File: config.mk
export PLATFORM = sky130hd
export DESIGN_NAME = gme_frac
export DESIGN_NICKNAME = d
export VERILOG_FILES = /design/src/hw/rtl/gme_delay.sv /design/src/hw/rtl/gme_div_pipe.sv /design/src/hw/rtl/gme_frac.sv
export SDC_FILE = /design/constraint.sdc
export NUM_CORES = 2
export LEC_CHECK = 0
export BUFFER_PORTS_ARGS = -buffer_cell sky130_fd_sc_hd__buf_2
export CAP_MARGIN = 20
export CORE_MARGIN = 10
export CORE_UTILIZATION = 60
export DETAILED_ROUTE_END_ITERATION = 8
export PLACE_DENSITY_LB_ADDON = 0.08
export SETUP_SLACK_MARGIN = 0.05
export SLEW_MARGIN = 20
export SYNTH_ARGS = -nofsm -noshare
export SYNTH_HDL_FRONTEND = slang
export SYNTH_SLANG_ARGS = --single-unit
export TNS_END_PERCENT = 30
File: constraint.sdc
create_clock -name clk -period 8.6 [get_ports clk]
set_input_delay 2.58 -clock clk [delete_from_list [all_inputs] [get_ports clk]]
set_output_delay 2.58 -clock clk [all_outputs]
set_load 0.1 [all_outputs]
File: src/hw/rtl/gme_delay.sv
// ----------------------------------------------------------------------------
// gme_delay
// Enabled shift line that keeps side data aligned with the pipeline.
// ----------------------------------------------------------------------------
module gme_delay #(
  parameter int WIDTH = 1,
  parameter int DEPTH = 1
) (
  input  logic             clk,
  input  logic             en,
  input  logic [WIDTH-1:0] din,
  output logic [WIDTH-1:0] dout
);

  logic [WIDTH-1:0] tap [DEPTH];

  always_ff @(posedge clk) begin
    if (en) begin
      tap[0] <= din;
      for (int i = 1; i < DEPTH; i++) begin
        tap[i] <= tap[i-1];
      end
    end
  end

  assign dout = tap[DEPTH-1];

endmodule

File: src/hw/rtl/gme_div_pipe.sv
// ----------------------------------------------------------------------------
// gme_div_pipe
// Restoring divider, one quotient bit per stage. Dividend over divisor must
// stay below 2^QUO_W for the quotient to be exact.
// ----------------------------------------------------------------------------
module gme_div_pipe #(
  parameter int DEN_W = 27,
  parameter int QUO_W = 32
) (
  input  logic                   clk,
  input  logic                   en,
  input  logic [DEN_W+QUO_W-1:0] num,
  input  logic [DEN_W-1:0]       den,
  output logic [QUO_W-1:0]       quo
);

  // returns {remainder, shifted dividend/quotient word}
  function automatic logic [DEN_W+QUO_W-1:0] div_step(
    input logic [DEN_W-1:0] r,
    input logic [QUO_W-1:0] w,
    input logic [DEN_W-1:0] d
  );
    logic [DEN_W:0] r2;
    logic [DEN_W:0] diff;
    logic           ge;
    r2   = {r, w[QUO_W-1]};
    diff = r2 - {1'b0, d};
    ge   = (r2 >= {1'b0, d});
    return {(ge ? diff[DEN_W-1:0] : r2[DEN_W-1:0]), w[QUO_W-2:0], ge};
  endfunction

  logic [DEN_W-1:0]       rem [QUO_W];
  logic [QUO_W-1:0]       wq  [QUO_W];
  logic [DEN_W-1:0]       dv  [QUO_W];
  logic [DEN_W+QUO_W-1:0] nx  [QUO_W];

  always_comb begin
    nx[0] = div_step(num[DEN_W+QUO_W-1:QUO_W], num[QUO_W-1:0], den);
    for (int i = 1; i < QUO_W; i++) begin
      nx[i] = div_step(rem[i-1], wq[i-1], dv[i-1]);
    end
  end

  always_ff @(posedge clk) begin
    if (en) begin
      dv[0] <= den;
      for (int i = 1; i < QUO_W; i++) begin
        dv[i] <= dv[i-1];
      end
      for (int i = 0; i < QUO_W; i++) begin
        rem[i] <= nx[i][DEN_W+QUO_W-1:QUO_W];
        wq[i]  <= nx[i][QUO_W-1:0];
      end
    end
  end

  assign quo = wq[QUO_W-1];

endmodule

File: src/hw/rtl/gme_frac.sv
// ----------------------------------------------------------------------------
// gme_frac
// Rounded fraction num/den in Q(FRAC_BITS); 0 on zero operand, 1.0 when
// num >= den.
// ----------------------------------------------------------------------------
module gme_frac #(
  parameter int COUNT_BITS = 24,
  parameter int FRAC_BITS  = 16
) (
  input  logic                  clk,
  input  logic                  en,
  input  logic [COUNT_BITS:0]   num,
  input  logic [COUNT_BITS+1:0] den,
  output logic [FRAC_BITS:0]    frac
);

  localparam int DEN_W = COUNT_BITS + 2;
  localparam int QB    = FRAC_BITS + 1;
  localparam logic [QB-1:0] FRAC_ONE = QB'(1) << FRAC_BITS;

  logic [DEN_W+QB-1:0] dvd;
  logic [QB-1:0]       quo;
  logic [1:0]          flags;
  logic [1:0]          flags_d;

  // add half the divisor for round to nearest
  assign dvd = ((DEN_W+QB)'(num) << FRAC_BITS) + (DEN_W+QB)'(den[DEN_W-1:1]);

  assign flags = {(num == '0) || (den == '0), DEN_W'(num) >= den};

  gme_div_pipe #(
    .DEN_W(DEN_W),
    .QUO_W(QB)
  ) u_div (
    .clk(clk),
    .en (en),
    .num(dvd),
    .den(den),
    .quo(quo)
  );

  gme_delay #(
    .WIDTH(2),
    .DEPTH(QB)
  ) u_flags (
    .clk (clk),
    .en  (en),
    .din (flags),
    .dout(flags_d)
  );

  assign frac = flags_d[1] ? '0 : (flags_d[0] ? FRAC_ONE : quo);

endmodule

Word-level counts from Yosys, hierarchy flattened
Memory sizes are Yosys's and may differ from the RTL's.
Cells that the tools add are included.

word-level totals
  latch bits = 0
  output and inout port bits = 17
  logic and storage cells = 64
  ROM bits = 0
  input port bits = 53
  bits in writable memories = 1207
  bits in registers = 0
  memories = 4

memories
  memory       depth  width  read ports  clocked after memory_dff  write ports  line                RTL
  u_div.dv     17     26     16          0                         17           gme_div_pipe.sv:34  logic [DEN_W-1:0] dv [QUO_W];
  u_div.rem    17     26     16          0                         17           gme_div_pipe.sv:32  logic [DEN_W-1:0] rem [QUO_W];
  u_div.wq     17     17     17          0                         17           gme_div_pipe.sv:33  logic [QUO_W-1:0] wq [QUO_W];
  u_flags.tap  17     2      17          0                         17           gme_delay.sv:15     logic [WIDTH-1:0] tap [DEPTH];

operators by class
  shifts and indexed selects = 0
  magnitude comparators = 18
  equal/unequal tests = 0
  muxes and demuxes = 21
  reductions and logical operators = 3
  bitwise gates (word level) = 0
  divide/modulo/power cells = 0
  add/sub/neg operators = 18
  multipliers = 0

operator list
  kind              count
  $mux 26           17
  $sub 26x26->26    17
  $ge 27x26->1      16
  $add 41x25->42    1
  $mux 17           2
  $ge 25x26->1      1
  $ge 26x26->1      1
  $logic_not 26->1  1
  $logic_not 25->1  1
  $mux 1            2
  $logic_or 1x1->1  1

Logic depth before layout (Yosys ltp)
  depth in word-level cells = 3
  gate-level depth with buffers = 25
  mapped depth without buffers = 23

Modules after synthesis
A second synthesis with hierarchy kept.

unflattened totals
  cells, all modules = 5416
  area total of the unflattened synthesis = 62940.4 um2

modules (own cells, without submodules)
  module        cells each  times used  area each (um2)  sequential area each (um2)
  gme_div_pipe  5155        1           60315.3          33662.3
  gme_frac      227         1           1604.0           0.0
  gme_delay     34          1           1021.0           1021.0

Worst setup path before layout
Ideal clock, no wire load.

  kind = input port to flip-flop
  from = input port num[0]
  to = memory u_div.rem[0][18] in the netlist's numbering, data pin
  buffers on the path = 2
  setup time = 0.260 ns
  cell stages on the path = 23
  data arrival time = 6.775 ns
  data required time = 8.340 ns
  path slack = 1.566 ns
  path through = ha_1 -> inv_1 -> fa_1 -> nor2b_1 -> o21ai_0 -> a21boi_0 -> o21ai_0 -> a21boi_0 -> o21ai_0 -> a21oi_1 -> xor2_1 -> ha_1 -> o21ai_0 -> a21oi_1 -> o221ai_1 -> a21o_1 -> a31oi_1 -> a21oi_1 -> o41a_1 -> buf_2 -> clkinv_1 -> buf_2 -> mux2_2

RTL lines
  item                line                RTL
  start: declaration  gme_frac.sv:12      input logic [COUNT_BITS:0] num,
  end: declaration    gme_div_pipe.sv:32

==> results.ini <==
[setup_path]
max_stage_delay_ns = 0.47
startpoint_type = primary input
worst-path-max-fanout = 16
r2r_setup_slack_ns = 4.13
crit_chain = buf_2 -> inv_1 -> fa_1 -> nor2b_1 -> o21ai_0 -> a21boi_0 -> o21ai_0 -> a21boi_0 -> o21ai_0 -> nor2b_1 -> xnor2_1 -> ha_1 -> nand2_1 -> nor2_1 -> o211ai_1 -> a21o_1 -> a31oi_1 -> buf_4 -> a21oi_1 -> o41a_1 -> clkinv_1 -> mux2_2
critPathSlowestCell = fa_1
path_common_cell = o21ai_0
crit_buf_inv = 4
r2r_end = u_div.rem[0][103]
critical_path_arrival_ns = 7.74
path_class = in2reg
endpoint_kind = flip-flop
rr_startpoint = u_div.dv[0][53]
reg2reg_depth = 12
required_ns = 9.05
crit_family = compound AO/OA/AOI/OAI gates

[sta]
clock_skew_ns = 0.0229
relSlewSlack_pct = 31.9
layout_min_cycle_time_ns = 7.29
worst_slew_pin_slew_ns = 1.02
rsz0062_at_grt = false
hold_violations = 0
setup_violations = 0
holdWs_ns = 0.406
finalSetupTns_ns = 0
max_freq_mhz = 137
finalCritPeriodShare_pct = 84.8
slew_violations = 0

[synthesis]
synth_compound_area_share_pct = 14.0
synth_simple_gate_area_share_pct = 8.49
post_synth_xor_area_fraction_pct = 5.52
synth-edff-count = 1019
synthAdderAreaFrac_pct = 10.8
synth_async_sr_flop_share_pct = 0
synth_top_area_share_pct = 52.4
ys_ff_latch = 1019
syn_nets = 5602
synthTopCellsByArea = edfxtp_1 52%, ha_1 10%, a21oi_1 3.6%, inv_1 3.5%, mux2_2 3.4%
yosysWarnings = 0
synth.distinct_cells = 95
ys.flop_type = edfxtp_1
yosysMostFrequentCell = edfxtp_1
netlist.top_cell.by_area = edfxtp_1
ys_seq_area_share_pct = 52.4
synth_top_family_by_area = compound AO/OA/AOI/OAI gates
synth.area.mux_share_pct = 4.47
syn_area_per_cell_sq_um = 11.6
synth_common_cells = 1,019 x edfxtp_1, 545 x inv_1, 476 x ha_1, 422 x a21oi_1, 307 x nor2_1
synthCells = 5056
netlist_area_sq_mm = 0.0584

[layout]
num_antenna_cells = 0
num-nets-final = 5719
fin_util_pct = 66.2
area_delta_synth_final_pct = 9.38
layout-drive-gt1-share_pct = 10.1
fillers = 7368
postLayoutCellArea_sq_mm = 0.0639

[floorplanning]
initial_core_util_pct = 60.5
die_x_microns = 332
core-area_sq_mm = 0.0966
die_height_microns = 332
rows = 114
die-area_sq_mm = 0.110
top_level_ports = 70

[pwr]
leakagePower_nw = 26.5
ir_drop_uv = 292
p_per_area_mw_per_mm2 = 366

[clock_tree]
post_cts_resized = 0
htree_levels = 3
clkSinkCount = 1019
post-cts-setup-buffers = 0
cts_tree = built
clockBufferDepth = 3
numCtsBuffers = 105
clk_pin_slew_ns = 0.06
clk_latency_ns = 0.71
cts-root-buf = clkbuf_16
cts_hold_buf = 0

[worst_hold_path]
min_path_type = reg2reg
min-delay-start = u_div.wq[6][17]
whs_endpoint = u_div.wq[7][1]
holdPathStages = 0

[route]
drt.antenna.violating_nets = 0
vias_per_cell = 5.87
dr.pass1.iters = 6
routed_wl_mm = 128
vias = 38358
drtIter0Drc = 2849
drc = 0
avgRoutedWirePerCell_microns = 19.6

[global_route]
gr-total-overflow = 0
grt_max_degree = 173
grt_pass1_vias = 37606
grt_pass1_wl_mm = 204
antenna_found_initial = 1
grt_use_total_pct = 22.9

[placed_design]
gp_congestion = 0.930
hpwl_mm = 96.5
place_area_sq_mm = 0.0603
portBuffers = 69

[outcome]
outcome = finished clean

[job]
max_cap_viol_count = 0

==> per-stage QoR <==
stage | power [mW] | instances | setup WS (ns)
3_5_place_dp | 18.6 | 6342 | 0.714
4_1_cts | 23.4 | 6537 | 1.43
5_1_grt | 25.0 | 6537 | 0.945
3_3_place_gp | 18.4 | 6342 | 0.709
6_report | 23.4 | 6537 | 1.31
2_1_floorplan | 16.1 | 5056 | 1.57
==> state kept, by name, summed over array words and instances (netlist names) <==
register	flops
u_div.dv	416
u_div.rem	416
u_div.wq	153
u_flags.tap	34
==> layer usage <==
layer	share of wire, %	GRT usage, %	routed length (microns)	vias to the layer above
li1	-	-	-	18831
met1	44	30.4	56200	18406
met2	47	37.9	60500	895
met3	5.8	3.51	7400	226
met4	3.4	8.30	4420	0
met5	0	0	0	-
==> cell families after synthesis <==
| family | count (synthesis) |
|---|---|
| DFF | 1019 |
| buffers and inverters | 637 |
| muxes | 225 |
| and+or+nand+nor | 1031 |
| xor gates and xnor gates | 368 |
| AOI/OAI and AO/OA | 1283 |
| adders and majority gates | 493 |
==> worst reg2reg max path, stage by stage, from the launching register on <==
cell and delay [ns]:
edfxtp_1 0.53, inv_1 0.08, ha_1 0.33, a21o_1 0.23, a221oi_2 0.47, o221ai_1 0.52
a21oi_1 0.46, a311o_1 0.28, a21oi_1 0.10, nor3_2 0.10, buf_4 0.42, inv_1 0.33
mux2_2 0.35
==> cell type report <==
type,instances,area (sq um),share of cell area (%)
Tap cell,1276,1600,2.50
Clock buffer,119,2680,4.20
Inverter,546,2050,3.21
Sequential cell,1019,30600,47.9
Timing Repair Buffer,101,683,1.07
Clock inverter,76,937,1.47
Multi-Input combinational cell,3400,25300,39.7
==> worst max path at each step <==
stage          slack (ns)          endpoint  startpoint  cells after the start
2_1_floorplan        1.57  u_div.rem[0][18]      num[0]                     23
3_3_place_gp         0.71  u_div.rem[0][22]     den[17]                     23
3_5_place_dp         0.71  u_div.rem[0][15]     den[18]                     22
4_1_cts              1.43  u_div.rem[0][22]     den[18]                     22
5_1_grt              0.95  u_div.rem[0][22]     den[18]                     22
6_report             1.31  u_div.rem[0][15]     den[18]                     22
==> power by group <==
| part | switching [mW] | internal, mW | leakage [nW] |
|---|---|---|---|
| clock network | 1.97 | 2.75 | 1.73 |
| logic | 5.77 | 4.80 | 14.8 |
| registers | 0.748 | 7.35 | 9.94 |
==> layout by cell type, fill, tap and decap left out, types with 12 or more instances in the layout <==
master / count
o211ai_1: 12
nor4_1: 25
and2_1: 28
buf_2: 68
nor3_1: 55
mux2_2: 178
mux2_4: 26
clkinv_2: 17
nand3_1: 74
nand4_1: 67
a31oi_1: 45
or2_2: 20
a21o_1: 207
clkinv_1: 21
or3_1: 17
fa_1: 17
buf_4: 25
ha_1: 476
clkbuf_1: 14
a211o_1: 18
bufinv_16: 16
nand2b_1: 51
and3_1: 33
xor2_1: 151
o21a_1: 44
a21boi_0: 23
o21bai_1: 54
nand2_1: 254
nor2_1: 307
mux2i_1: 18
nor2b_1: 63
clkbuf_16: 105
a211oi_1: 24
edfxtp_1: 1019
inv_1: 545
o21ai_0: 257
o31ai_1: 25
xnor2_1: 217
a21oi_1: 422
Note: power is estimated with default switching activity, not from simulation.
